[src/rtl/cfr_pkg.sv]
// cfr_pkg: shared constants and control/status types for the command frame receiver
// no dependencies; imported by cfr_ctrl, cfr_datapath and command_frame_receiver_core
package cfr_pkg;

	localparam logic [7:0] SOP_BYTE    = 8'hA5;
	localparam logic [7:0] EOP_BYTE    = 8'h5A;
	localparam logic [7:0] CMD_MONITOR = 8'h01;
	localparam logic [7:0] CMD_SETVAR  = 8'h02;
	localparam logic [7:0] CMD_RATE    = 8'h03;

	localparam logic [2:0] ST_OK         = 3'd0;
	localparam logic [2:0] ST_CHECKSUM   = 3'd1;
	localparam logic [2:0] ST_UNKNOWN    = 3'd2;
	localparam logic [2:0] ST_BAD_LEN    = 3'd3;
	localparam logic [2:0] ST_BAD_TYPE   = 3'd4;
	localparam logic [2:0] ST_TOO_MANY   = 3'd5;

	localparam int HEAD_DEPTH = 9;
	localparam int HIDX_W     = 4;

	localparam logic [7:0] VAR_TYPE_RSVD = 8'd7;
	localparam logic [7:0] VAR_TYPE_MAX  = 8'd8;
	localparam int         SETVAR_LEN    = 9;
	localparam int         RATE_LEN      = 4;
	localparam int         MON_ENTRY     = 5;

	// period numerator and restoring divider geometry
	localparam int NUM_W    = 10;
	localparam int DCNT_W   = 4;
	localparam logic [NUM_W-1:0] RATE_NUM = NUM_W'(1000);

	localparam int OUT_W = 40;

	typedef struct packed {
		logic ld_cmd;
		logic ld_len_lo;
		logic ld_len_hi;
		logic ld_data;
		logic emit_sum;
		logic emit_chk;
		logic div_start;
	} cfr_cmd_t;

	typedef struct packed {
		logic sop_hit;
		logic len_over;
		logic len_zero;
		logic data_last;
		logic sum_ok;
		logic eop_ok;
		logic need_div;
		logic div_done;
		logic out_hold;
	} cfr_stat_t;

endpackage

[src/rtl/cfr_ctrl.sv]
// cfr_ctrl: frame phase state machine, issues datapath commands per received byte
// depends on cfr_pkg
module cfr_ctrl import cfr_pkg::*; (
	input  logic      clk,
	input  logic      arst_n,
	input  logic      in_valid,
	output logic      in_ready,
	input  cfr_stat_t stat,
	output cfr_cmd_t  cmd
);

	typedef enum logic [2:0] {
		PH_SOP, PH_CMD, PH_LEN1, PH_LEN2, PH_DATA, PH_SUM, PH_EOP, PH_DIV
	} phase_t;

	phase_t phase_q;
	phase_t phase_d;
	logic   fire;

	always_comb begin
		cmd      = '0;
		in_ready = 1'b1;
		phase_d  = phase_q;
		unique case (phase_q)
			PH_SUM, PH_EOP: in_ready = !stat.out_hold;
			PH_DIV: in_ready = 1'b0;
			default: in_ready = 1'b1;
		endcase
		fire = in_valid && in_ready;
		unique case (phase_q)
			PH_SOP: begin
				if (fire && stat.sop_hit) phase_d = PH_CMD;
			end
			PH_CMD: begin
				cmd.ld_cmd = fire;
				if (fire) phase_d = PH_LEN1;
			end
			PH_LEN1: begin
				cmd.ld_len_lo = fire;
				if (fire) phase_d = PH_LEN2;
			end
			PH_LEN2: begin
				cmd.ld_len_hi = fire;
				if (fire) begin
					if (stat.len_over) phase_d = PH_SOP;
					else if (stat.len_zero) phase_d = PH_SUM;
					else phase_d = PH_DATA;
				end
			end
			PH_DATA: begin
				cmd.ld_data = fire;
				if (fire && stat.data_last) phase_d = PH_SUM;
			end
			PH_SUM: begin
				if (fire) begin
					if (stat.sum_ok) begin
						phase_d = PH_EOP;
					end else begin
						cmd.emit_sum = 1'b1;
						phase_d      = PH_SOP;
					end
				end
			end
			PH_EOP: begin
				if (fire) begin
					phase_d = PH_SOP;
					if (stat.eop_ok) begin
						if (stat.need_div) begin
							cmd.div_start = 1'b1;
							phase_d       = PH_DIV;
						end else begin
							cmd.emit_chk = 1'b1;
						end
					end
				end
			end
			PH_DIV: begin
				if (stat.div_done && !stat.out_hold) begin
					cmd.emit_chk = 1'b1;
					phase_d      = PH_SOP;
				end
			end
			default: phase_d = PH_SOP;
		endcase
	end

	always_ff @(posedge clk or negedge arst_n) begin
		if (!arst_n) begin
			phase_q <= PH_SOP;
		end else begin
			phase_q <= phase_d;
		end
	end

endmodule

[src/rtl/cfr_datapath.sv]
// cfr_datapath: frame fields, checksum, payload head, period divider and result register
// depends on cfr_pkg; driven by cfr_ctrl commands
module cfr_datapath import cfr_pkg::*; #(
	parameter int BUFFER_BYTES = 128,
	parameter int MAX_VARS     = 10
) (
	input  logic             clk,
	input  logic             arst_n,
	input  logic [7:0]       in_byte,
	input  logic [15:0]      dflt_period,
	input  cfr_cmd_t         cmd,
	output cfr_stat_t        stat,
	output logic             out_valid,
	input  logic             out_ready,
	output logic [OUT_W-1:0] out_data
);

	localparam int CW = $clog2(BUFFER_BYTES + 1);

	logic [7:0]       fcmd_q;
	logic [15:0]      len_q;
	logic [CW-1:0]    cnt_q;
	logic [7:0]       xor_q;
	logic [7:0]       head_q [HEAD_DEPTH];

	logic [NUM_W-1:0]  div_rem_q;
	logic [NUM_W-1:0]  div_dvd_q;
	logic [NUM_W-1:0]  div_quo_q;
	logic [DCNT_W-1:0] div_cnt_q;
	logic              div_busy_q;
	logic              div_done_q;

	logic             out_valid_q;
	logic [OUT_W-1:0] out_data_q;

	logic [15:0]      len_new;
	logic [CW-1:0]    cnt_inc;
	logic [31:0]      rate;
	logic             rate_zero;
	logic             rate_big;
	logic [NUM_W:0]   rem_shift;
	logic [NUM_W:0]   divisor;
	logic             div_ge;
	logic [7:0]       mon_n;
	logic [15:0]      mon_len;
	logic [2:0]       r_status;
	logic             r_pupd;
	logic [15:0]      r_period;
	logic             r_mupd;
	logic [3:0]       r_mcnt;

	assign len_new   = {in_byte, len_q[7:0]};
	assign cnt_inc   = cnt_q + 1'b1;
	assign rate      = {head_q[3], head_q[2], head_q[1], head_q[0]};
	assign rate_zero = (rate == 32'd0);
	assign rate_big  = (rate > 32'(RATE_NUM));

	assign stat.sop_hit   = (in_byte == SOP_BYTE);
	assign stat.len_over  = (len_new > 16'(BUFFER_BYTES));
	assign stat.len_zero  = (len_new == 16'd0);
	assign stat.data_last = (16'(cnt_inc) >= len_q);
	assign stat.sum_ok    = (in_byte == xor_q);
	assign stat.eop_ok    = (in_byte == EOP_BYTE);
	assign stat.need_div  = (fcmd_q == CMD_RATE) && (len_q == 16'(RATE_LEN))
	                        && !rate_zero && !rate_big;
	assign stat.div_done  = div_done_q;
	assign stat.out_hold  = out_valid_q && !out_ready;

	// restoring division step of the period numerator by the rate
	assign divisor   = {1'b0, rate[NUM_W-1:0]};
	assign rem_shift = {div_rem_q, div_dvd_q[NUM_W-1]};
	assign div_ge    = (rem_shift >= divisor);

	// frame check
	always_comb begin
		r_status = ST_OK;
		r_pupd   = 1'b0;
		r_period = 16'd0;
		r_mupd   = 1'b0;
		r_mcnt   = 4'd0;
		mon_n    = (len_q == 16'd0) ? 8'd0 : head_q[0];
		mon_len  = 16'd1 + 16'(mon_n) * 16'(MON_ENTRY);
		case (fcmd_q)
			CMD_MONITOR: begin
				r_mupd = 1'b1;
				if (mon_n == 8'd0) r_status = ST_OK;
				else if (mon_n > 8'(MAX_VARS)) r_status = ST_TOO_MANY;
				else if (len_q != mon_len) r_status = ST_BAD_LEN;
				else r_mcnt = mon_n[3:0];
			end
			CMD_SETVAR: begin
				if (len_q != 16'(SETVAR_LEN)) r_status = ST_BAD_LEN;
				else if (head_q[4] == VAR_TYPE_RSVD || head_q[4] > VAR_TYPE_MAX)
					r_status = ST_BAD_TYPE;
			end
			CMD_RATE: begin
				if (len_q != 16'(RATE_LEN)) begin
					r_status = ST_BAD_LEN;
				end else begin
					r_pupd = 1'b1;
					if (rate_zero) r_period = (dflt_period == 16'd0) ? 16'd1 : dflt_period;
					else if (rate_big) r_period = 16'd1;
					else r_period = 16'(div_quo_q);
				end
			end
			default: r_status = ST_UNKNOWN;
		endcase
	end

	always_ff @(posedge clk or negedge arst_n) begin
		if (!arst_n) begin
			fcmd_q      <= '0;
			len_q       <= '0;
			cnt_q       <= '0;
			xor_q       <= '0;
			div_busy_q  <= 1'b0;
			div_done_q  <= 1'b0;
			div_cnt_q   <= '0;
			out_valid_q <= 1'b0;
		end else begin
			if (cmd.ld_cmd) begin
				fcmd_q <= in_byte;
				xor_q  <= in_byte;
			end
			if (cmd.ld_len_lo) begin
				len_q <= {8'd0, in_byte};
				xor_q <= xor_q ^ in_byte;
			end
			if (cmd.ld_len_hi) begin
				len_q <= len_new;
				cnt_q <= '0;
				xor_q <= xor_q ^ in_byte;
			end
			if (cmd.ld_data) begin
				cnt_q <= cnt_inc;
				xor_q <= xor_q ^ in_byte;
			end
			if (cmd.div_start) begin
				div_busy_q <= 1'b1;
				div_done_q <= 1'b0;
				div_cnt_q  <= '0;
			end else if (div_busy_q) begin
				div_cnt_q <= div_cnt_q + 1'b1;
				if (div_cnt_q == DCNT_W'(NUM_W - 1)) begin
					div_busy_q <= 1'b0;
					div_done_q <= 1'b1;
				end
			end else if (cmd.emit_chk) begin
				div_done_q <= 1'b0;
			end
			if (cmd.emit_sum || cmd.emit_chk) begin
				out_valid_q <= 1'b1;
			end else if (out_ready) begin
				out_valid_q <= 1'b0;
			end
		end
	end

	always_ff @(posedge clk) begin
		if (cmd.ld_data && (cnt_q < CW'(HEAD_DEPTH))) begin
			head_q[cnt_q[HIDX_W-1:0]] <= in_byte;
		end
		if (cmd.div_start) begin
			div_rem_q <= '0;
			div_dvd_q <= RATE_NUM;
			div_quo_q <= '0;
		end else if (div_busy_q) begin
			div_rem_q <= div_ge ? NUM_W'(rem_shift - divisor) : rem_shift[NUM_W-1:0];
			div_dvd_q <= {div_dvd_q[NUM_W-2:0], 1'b0};
			div_quo_q <= {div_quo_q[NUM_W-2:0], div_ge};
		end
		if (cmd.emit_sum) begin
			out_data_q <= {7'd0, 4'd0, 1'b0, 16'd0, 1'b0, ST_CHECKSUM, fcmd_q};
		end else if (cmd.emit_chk) begin
			out_data_q <= {7'd0, r_mcnt, r_mupd, r_period, r_pupd, r_status, fcmd_q};
		end
	end

	assign out_valid = out_valid_q;
	assign out_data  = out_data_q;

endmodule

[src/rtl/command_frame_receiver_core.sv]
// command_frame_receiver_core: top level of the command frame receiver
// depends on cfr_pkg, cfr_ctrl and cfr_datapath
//
// Takes one received byte per transaction and deframes start byte, command, 16-bit
// little-endian length, payload, XOR checksum and end byte. Bytes are accepted back
// to back; the input stalls at a checksum or end byte only while an earlier
// acknowledge is still waiting on the output. A good set-rate frame with a rate from
// 1 to 1000 runs a ten-step restoring divider after its end byte, and the input is
// held until the divider is done and its acknowledge can be issued.
// Frames longer than BUFFER_BYTES or with a bad end byte give no acknowledge.
module command_frame_receiver_core import cfr_pkg::*; #(
	parameter int BUFFER_BYTES = 128,
	parameter int MAX_VARS     = 10
) (
	input  logic             clk,
	input  logic             arst_n,
	input  logic             cfg_valid,
	output logic             cfg_ready,
	input  logic [15:0]      cfg_data,       // dflt_period
	input  logic             s_axis_tvalid,
	output logic             s_axis_tready,
	input  logic [7:0]       s_axis_tdata,   // rx_byte
	output logic             m_axis_tvalid,
	input  logic             m_axis_tready,
	// ack_cmd[7:0], ack_status[10:8], period_update[11], new_period[27:12],
	// monitor_update[28], monitor_count[32:29], zero fill[39:33]
	output logic [OUT_W-1:0] m_axis_tdata
);

	logic [15:0] dflt_period_q;
	cfr_cmd_t    cmd;
	cfr_stat_t   stat;

	assign cfg_ready = 1'b1;

	always_ff @(posedge clk or negedge arst_n) begin
		if (!arst_n) begin
			dflt_period_q <= 16'd10;
		end else if (cfg_valid) begin
			dflt_period_q <= cfg_data;
		end
	end

	cfr_ctrl u_ctrl (
		.clk      (clk),
		.arst_n   (arst_n),
		.in_valid (s_axis_tvalid),
		.in_ready (s_axis_tready),
		.stat     (stat),
		.cmd      (cmd)
	);

	cfr_datapath #(
		.BUFFER_BYTES (BUFFER_BYTES),
		.MAX_VARS     (MAX_VARS)
	) u_datapath (
		.clk         (clk),
		.arst_n      (arst_n),
		.in_byte     (s_axis_tdata),
		.dflt_period (dflt_period_q),
		.cmd         (cmd),
		.stat        (stat),
		.out_valid   (m_axis_tvalid),
		.out_ready   (m_axis_tready),
		.out_data    (m_axis_tdata)
	);

endmodule

[config.mk]
export PLATFORM = sky130hd
export DESIGN_NAME = command_frame_receiver_core
export DESIGN_NICKNAME = d
export VERILOG_FILES = /design/src/rtl/cfr_pkg.sv /design/src/rtl/cfr_ctrl.sv /design/src/rtl/cfr_datapath.sv /design/src/rtl/command_frame_receiver_core.sv
export SDC_FILE = /design/constraint.sdc
export NUM_CORES = 1
export LEC_CHECK = 0
export BUFFER_PORTS_ARGS = -buffer_cell sky130_fd_sc_hd__buf_4
export CAP_MARGIN = 20
export CORE_MARGIN = 2
export CORE_UTILIZATION = 42
export DETAILED_ROUTE_END_ITERATION = 8
export SYNTH_ARGS = -nofsm -noshare
export SYNTH_HDL_FRONTEND = slang
export SYNTH_HIERARCHICAL = 1
export SYNTH_SLANG_ARGS = --single-unit
[constraint.sdc]
create_clock -name clk -period 4.43 [get_ports clk]
set_input_delay 1.1075 -clock clk [delete_from_list [all_inputs] [get_ports clk]]
set_output_delay 1.1075 -clock clk [all_outputs]
set_load 0.02 [all_outputs]
### After elaboration in Yosys (flattened, before gate mapping)

Memory sizes are Yosys's and may differ from the RTL's.
Index checks and enable logic that the tools add are counted.

| word-level totals | value |
|---|---|
| logic and storage cells | 164 |
| memories | 1 |
| memory bits (read-only) | 0 |
| output and inout port bits | 43 |
| input bits | 29 |
| bits in writable memories | 72 |
| bits in latches | 0 |
| register bits | 126 |

Memory list:

| memory | words | bits a word | read ports | clocked after Yosys merged registers in | write ports | RTL line | source |
|---|---|---|---|---|---|---|---|
| u_datapath.head_q | 9 | 8 | 5 | 0 | 1 | cfr_datapath.sv:24 | `logic [7:0] head_q [HEAD_DEPTH];` |

| cells by class | value |
|---|---|
| equal/unequal tests | 28 |
| multiply operators | 1 |
| add/subtract/negate cells | 4 |
| bitwise logic cells | 2 |
| magnitude comparators | 7 |
| shift operators | 0 |
| reduce and logical (&&, ||, !) cells | 32 |
| div/mod/pow operators | 0 |
| mux-type cells | 73 |

Operators by type and width:

| cell | count |
|---|---|
| 16-bit two-way mux | 6 |
| 8-bit two-way mux | 9 |
| 16-bit logical NOT | 3 |
| 3-bit two-way mux | 16 |
| 32-bit by 10-bit > comparator with 1-bit output, second input constant | 1 |
| 32-bit logical NOT | 1 |
| 1-bit two-way mux | 26 |
| 4-bit two-way mux | 6 |
| 3-bit case mux with 8 select lines | 1 |
| 10-bit two-way mux | 2 |
| 16-bit by 3-bit equality test with 1-bit output, second input constant | 1 |
| 8-bit by 2-bit equality test with 1-bit output, second input constant | 2 |
| 8-bit by 16-bit >= comparator with 1-bit output | 1 |
| 16-bit by 8-bit > comparator with 1-bit output, second input constant | 1 |
| 8-bit by 4-bit > comparator with 1-bit output, second input constant | 2 |
| 16-bit inequality test | 1 |
| 16-bit by 3-bit inequality test with 1-bit output, second input constant | 1 |
| 16-bit by 4-bit inequality test with 1-bit output, second input constant | 1 |
| 2-bit by 1-bit inequality test with 1-bit output, second input constant | 8 |
| 1-bit by 11-bit adder with 12-bit output, first input constant | 1 |
| 3-bit equality test, second input constant | 4 |
| 11-bit by 10-bit >= comparator with 1-bit output | 1 |
| 8-bit by 3-bit multiplier with 11-bit output, second input constant | 1 |
| 2-bit nonzero test | 5 |
| 28 further kinds | 46 |

### Depth between registers and ports, before layout

Gate-level depths: netlist (run 1).
An unclocked memory read counts as a cell.

| logic depth | value |
|---|---|
| depth in word-level cells | 12 |
| gate-level depth with buffers | 15 |

### Modules after synthesis

The synthesis (run 1) kept the hierarchy.

By module, submodules not included:

| module | times used | cells each | area each (µm²) | sequential area each (µm²) |
|---|---|---|---|---|
| cfr_datapath | 1 | 745 | 7,452.1 | 3,658.5 |
| command_frame_receiver_core | 1 | 36 | 663.1 | 402.9 |
| cfr_ctrl | 1 | 49 | 369.1 | 75.1 |

### Worst setup path before layout (run 1)

Ideal clock, no wire load.

| timing path | value |
|---|---|
| path kind | flip-flop to flip-flop |
| from | reg u_datapath.len_q[7] |
| to | reg u_datapath.out_data_q[29] (netlist: u_datapath/out_data[29]) |
| path slack | 0.734 ns |
| library setup time | 0.067 ns |
| arrival | 3.629 ns |
| cell stages (with the launch flop) | 15 |
| buffers on the path | 1 |
| period minus slack after synthesis | 3.696 ns |
| cells stage by stage | dfrtp_1 nor4_2 nand4b_1 nor2_1 clkbuf_1 nor2_1 ha_1 nand2_1 nand2_1 or4_1 a21oi_1 xnor2_1 nand4_2 or4_4 o21ai_2 |

| between the ends | value |
|---|---|
| longest elaborated chain between the ends | 9 |
| elaborated cells between the ends (all ways) | 19 |
| those cells by class | add/sub (1); mul (1); order compare (1); eq/ne (2); mux (9); reduce/logical (5) |

Ends and longest elaborated chain:

| element | RTL line | source |
|---|---|---|
| from (decl) | cfr_datapath.sv:21 | `logic [15:0] len_q;` |
| from (signal assigned) | cfr_datapath.sv:126 | `len_q <= {8'd0, in_byte};` |
| from (signal assigned) | cfr_datapath.sv:130 | `len_q <= len_new;` |
| 16-bit logical NOT | cfr_datapath.sv:81 | `mon_n = (len_q == 16'd0) ? 8'd0 : head_q[0];` |
| 8-bit two-way mux | cfr_datapath.sv:81 |  |
| 8-bit by 3-bit multiplier with 11-bit output | cfr_datapath.sv:82 | `mon_len = 16'd1 + 16'(mon_n) * 16'(MON_ENTRY);` |
| 1-bit by 11-bit adder with 12-bit output | cfr_datapath.sv:82 |  |
| 16-bit inequality test | cfr_datapath.sv:88 | `else if (len_q != mon_len) r_status = ST_BAD_LEN;` |
| 4-bit two-way mux | cfr_datapath.sv:88 |  |
| 4-bit two-way mux | cfr_datapath.sv:87 | `else if (mon_n > 8'(MAX_VARS)) r_status = ST_TOO_MANY;` |
| 4-bit two-way mux | cfr_datapath.sv:86 | `if (mon_n == 8'd0) r_status = ST_OK;` |
| 4-bit two-way mux | cfr_datapath.sv:83 | `case (fcmd_q)` |
| to (signal assigned) | cfr_datapath.sv:173 | `out_data_q <= {7'd0, 4'd0, 1'b0, 16'd0, 1'b0, ST_CHECKSUM, fcmd_q};` |
| to (signal assigned) | cfr_datapath.sv:175 | `out_data_q <= {7'd0, r_mcnt, r_mupd, r_period, r_pupd, r_status, fcmd_q};` |
| to (decl) | cfr_datapath.sv:34 | `logic [OUT_W-1:0] out_data_q;` |

Several ways; a longest one is shown, not always the timed one.
A chain may end at the register's enable or synchronous reset.

### Final worst setup path (run 1)

| timing path | value |
|---|---|
| from | reg u_datapath.len_q[7] |
| to | reg u_datapath.out_data_q[31] (netlist: u_datapath/out_data[31]) |

Same word-level chain as after synthesis.

==> results.cfg, run 1 <==
[floorplanning]
die_y_um = 146
fp.coreArea_um2 = 19700
num_rows = 51
ios = 72
dieArea_um2 = 21400
initial_utilization = 0.432
die_x_um = 146

[logic_synthesis]
yosys.area_share.xor_xnor = 0.0472
yosys_register_bits = 166
yosys_warnings = 6
synthSimpleGateAreaFrac = 0.168
yosysUniqueCellTypes = 80
netlist_area_um2 = 8480
async_reset_ff_frac = 0.398
yosysSeqAreaShare = 0.488
synthAdderAreaFrac = 0.0507
synth_top_family_by_area = simple AND/OR/NAND/NOR gates
muxShareOfSynthArea = 0.0625
syn_avg_cell_area_um2 = 10.2
synth_compound_area_frac = 0.135
synth_edf_count = 48
synth_flop_cell = dfrtp_1
postSynthCellCount = 830

[final_layout]
multi_input_comb_area_um2 = 3960
design_area_um2 = 9730
nets = 943
num_antenna_cells = 0
fillers = 1861
ff_latch_area_um2 = 4140
area_growth_syn_to_layout_pct = 14.7
final_cell_mix = nand2_1 (75), nor2_1 (75), buf_4 (73), dfrtp_1 (64), dfxtp_1 (52)
drive_gt1_frac = 0.172

[setup_path]
path_max_fanout = 15
reg2reg_setup_slack_ns = 0.58
cp.required_ns = 4.79
crit_path_end_kind = register
crit_type = register to register
rr_worst_depth = 14
critPathLaunchType = register
arrival_ns = 4.21

[sta]
max_freq_ghz = 0.260
finalClockSkew_ns = 0.0137
slew_headroom = 0.265
tightest_slew_ns = 1.09
tns_ns = 0
post-route-period-util = 0.868
hold-worst-slack_ns = 0.447
period_needed_ns = 3.85
slew_viol_final = 0
finalSetupViolCount = 0
rsz0062_at_grt = no
finalHoldViolCount = 0

[power]
power.total_uw = 5760
p_leak_uw = 0.00397
ir_drop_mv = 0.301
powerDensity_nw_per_um2 = 592

[min_path]
whs_path_depth = 2
hp-class = register to register

[drt]
via_count = 6176
drt_first_pass_iters = 8
drtAntennaViolNets = 0
drc_errors = 0
routed_wirelength_um = 19300
drt-vias-per-instance = 5.33
first_iter_violations = 356
wl_per_cell_um = 16.6

[global_route]
grt_pass1_vias = 6011
grt_antenna_before_repair = 0
grt_max_degree = 67
grt_pass1_wl_um = 32100
grt.total_usage = 0.188
grt_overflow_total = 0

[place]
place.gp.congestion = 0.845
dpl_cell_area_um2 = 9130
dpl.hpwl_um = 13900
numPortBuffers = 63

[clock_tree]
cts_tree = built
insertion_delay_ns = 0.44
cts-buffers-inserted = 17
clockBufferDepth = 2
clock-root-buffer = clkbuf_16
h-tree-depth = 4
cts_sinks = 166
ctsHoldBuffers = 0
post_cts_buffers = 0
cts_resized = 0
clkTransAtPathRegs_ns = 0.07

[run]
maxCapViolCount = 0

[run_status]
outcome = finished clean
## registers in the layout, summed over array words and instances (netlist names), 3 cells and up
name / count
u_datapath/fcmd_q: 8
u_datapath/div_cnt_q: 4
u_datapath/div_dvd_q: 7
u_datapath/xor_q: 8
u_datapath/out_data: 33
u_datapath/div_quo_q: 10
u_datapath/div_rem_q: 10
u_datapath/cnt_q: 8
u_ctrl/phase_q: 3
u_datapath/head_q: 40
u_datapath/len_q: 16
dflt_period_q: 16
## cells by family (layout without fill, tap and decap cells)
logic type / after synthesis / in the layout
and+or+nand+nor: 279 / 279
AOI/OAI and AO/OA: 170 / 170
DFF: 166 / 166
buffers and inverters: 89 / 147
muxes: 46 / 46
xor gates and xnor gates: 44 / 44
adders and majority gates: 34 / 34
other: 2 / 8
## layer usage
layer  GRT usage  wire [um]
met1       0.250       8900
met2       0.313       9450
met3      0.0356        622
met4      0.0549        310
met5           0          0
## stage by stage
stage	setup slack, ns	util	std cells
final	0.584	0.495	1159
after global routing	0.241	0.495	1159
after CTS	0.595	0.495	1159
after detailed placement	0.578	0.465	1127
after global placement	0.628	0.465	1127
after floorplan	0.734	-	836
## critical path: stages (launching register included)
cell and delay, ns:
dfrtp_1 0.46, nor4_2 0.49, nand4b_1 0.22, nor2_1 0.14, buf_4 0.21, nor2_1 0.07, ha_1 0.37, nand2_1 0.17
nand2_1 0.10, or4_1 0.41, a21oi_1 0.19, xnor2_1 0.19, nand4_2 0.16, or4_4 0.48, o21ai_2 0.12
## power breakdown
group          total, uW  internal (uW)  switching [uW]
clock network       1470            762             711
registers           2360           1950             418
logic               1930            889            1040
## final timing paths
kind | start | end
worst max-delay path | u_datapath/len_q[7] | u_datapath/out_data[31]
worst min-delay path | u_datapath/out_data[11] | u_datapath/out_data[11]
min in group asynchronous | arst_n | u_datapath/div_busy_q
worst max register to register | u_datapath/len_q[7] | u_datapath/out_data[31]
max in group asynchronous | arst_n | u_datapath/fcmd_q[2]
worst min register to register | u_datapath/out_data[11] | u_datapath/out_data[11]
## area by class of cell
class | instances | area share
inverter | 42 | 0.0162
timing repair buffer | 73 | 0.0563
clock inverter | 15 | 0.0183
tap | 265 | 0.0341
multi-input combinational | 581 | 0.407
sequential | 166 | 0.425
clock buffer | 17 | 0.0437
## synth_stat cells (5+ instances only)
cell type	n	area share
a21oi_1	39	0.023
dfxtp_1	52	0.12
o21ai_0	44	0.026
ha_1	32	0.047
nand4_1	8	0.0059
mux2_4	10	0.018
xor2_1	12	0.012
nand2b_1	19	0.014
a311oi_1	9	0.0093
or2_2	5	0.0037
nor3_1	15	0.0088
a22o_1	11	0.011
inv_1	41	0.018
dfrtp_1	64	0.19
nand2_1	75	0.033
and2_1	6	0.0044
mux2i_1	20	0.024
buf_4	9	0.0080
nor2_1	75	0.033
edfxtp_1	48	0.17
nand3_1	15	0.0088
xnor2_1	31	0.032
nor4_1	16	0.012
a22oi_1	9	0.0080
a211oi_1	7	0.0062
a21o_1	7	0.0062
nor2b_1	9	0.0066
o211ai_1	8	0.0071
and3_1	5	0.0037
clkbuf_1	25	0.011
mux2_2	16	0.021
(Power assumes the default switching activity.)
==> run 2, diff against run 1 <==
Settings changed: CORE_MARGIN 2 to 4.
==> results.cfg, run 2 (synthesized netlist as in run 1, its figures left out) <==
[sta]
max_freq_ghz = 0.260
rsz0062_at_grt = no
slew_viol_final = 0
finalClockSkew_ns = 0.0143
post-route-period-util = 0.868
finalHoldViolCount = 0
finalSetupViolCount = 0
tightest_slew_ns = 0.802
slew_headroom = 0.463
hold-worst-slack_ns = 0.455
tns_ns = 0
period_needed_ns = 3.84

[power]
power_frac_seq = 0.403
powerDensity_nw_per_um2 = 593
combPwrFrac = 0.342
ir_drop_mv = 0.279
clkPwrFrac = 0.255
p_leak_uw = 0.00398
swShare = 0.376
p_int_uw = 3600
power_switching_uw = 2170

[floorplanning]
ios = 72
initial_utilization = 0.432
die_x_um = 150
die_y_um = 150
dieArea_um2 = 22500
fp.coreArea_um2 = 19700
num_rows = 51

[drt]
drtAntennaViolNets = 0
drt-vias-per-instance = 5.31
via_count = 6169
drt_first_pass_iters = 5
first_iter_violations = 343
drc_errors = 0
routed_wirelength_um = 20000
wl_per_cell_um = 17.2

[run]
maxCapViolCount = 0

[final_layout]
num_antenna_cells = 0
largest_reg_flops = 40
nets = 945
drive_gt1_frac = 0.174
fillers = 1877
final_cell_mix = nand2_1 (75), nor2_1 (75), buf_4 (74), dfrtp_1 (64), dfxtp_1 (52)
area_growth_syn_to_layout_pct = 14.8

[setup_path]
path_cells = nor4_2, nand4b_1, nor2_1, buf_4, nor2_1, ha_1, nand2_1, nand2_1, or4_1, a21oi_1, xnor2_1, nand4_2, or4_4, o21ai_2
path_max_fanout = 15
arrival_ns = 4.20
crit_type = register to register
critPathLaunchType = register
critPathMaxStageDelay_ns = 0.49
cp.required_ns = 4.79
crit_path_end_kind = register
cpMaxStageDelayCell = nor4_2

[place]
place.gp.congestion = 0.878
numPortBuffers = 63
dpl.hpwl_um = 14600

[global_route]
grt_pass1_vias = 5965
grt_overflow_total = 0
grt_antenna_before_repair = 0
grt.total_usage = 0.184
grt_pass1_wl_um = 32500
grt_max_degree = 48

[clock_tree]
clock-root-buffer = clkbuf_16
cts_sinks = 166
ctsHoldBuffers = 0
clkTransAtPathRegs_ns = 0.08
cts-buffers-inserted = 17
clockBufferDepth = 2
insertion_delay_ns = 0.43
h-tree-depth = 4
post_cts_buffers = 0
cts_resized = 0
cts_tree = built

[min_path]
hp-class = register to register

[run_status]
outcome = finished clean
[run 2: layer usage]
layer,track usage,share of wire
met3,0.0355,0.035
met1,0.249,0.46
met2,0.304,0.49
met4,0.0480,0.014
met5,0,0
[run 2: metrics by stage]
step	util	total power, uW	cells	worst slack (ns)	instance area (um2)
final	0.496	5770	1161	0.586	9740
after global routing	0.496	6200	1161	0.232	9740
after CTS	0.495	5820	1160	0.585	9730
after detailed placement	0.465	4320	1128	0.611	9140
after global placement	0.465	4300	1128	0.633	9140
after floorplan	-	3830	836	0.734	8510
[run 2: power by group through the flow]
| stage | Sequential (uW) | Clock (uW) | Combinational (uW) |
|---|---|---|---|
| 3_5_place_dp | 2350 | 0 | 1970 |
| 4_1_cts | 2320 | 1520 | 1980 |
| 5_1_grt | 2380 | 1580 | 2240 |
| 2_1_floorplan | 2240 | 0 | 1590 |
| 6_report | 2330 | 1470 | 1970 |
| 3_3_place_gp | 2350 | 0 | 1950 |
[run 2: worst paths after layout]
path / startpoint / endpoint / slack, ns / depth (start not counted)
max: u_datapath/len_q[7] / u_datapath/out_data[32] / 0.59 / 14
max reg2reg: u_datapath/len_q[7] / u_datapath/out_data[32] / 0.59 / 14
min: u_datapath/out_data[11] / u_datapath/out_data[11] / 0.45 / 2
min in group asynchronous: arst_n / u_datapath/xor_q[0] / 0.73 / 1
max in group asynchronous: arst_n / u_datapath/len_q[3] / 2.94 / 2
min reg2reg: u_datapath/out_data[11] / u_datapath/out_data[11] / 0.45 / 2
[run 2: cell type report]
type                    instances  area (um2)  share of cell area
well taps                     265         332              0.0340
repair buffers                 75         561              0.0576
clock buffers                  17         425              0.0437
inverters                      42         158              0.0162
flip-flops and latches        166        4140               0.425
multi-input cells             581        3960               0.406
clock inverters                15         170              0.0175
[run 2: worst max-delay path, delay by kind of cell, from the launching register on]
family          cells  cell delay (ns)
buf+inv             1             0.21
flops               1             0.46
simple gates        9             2.24
fa+ha+maj           1             0.38
xor+xnor            1             0.19
compound gates      2             0.31
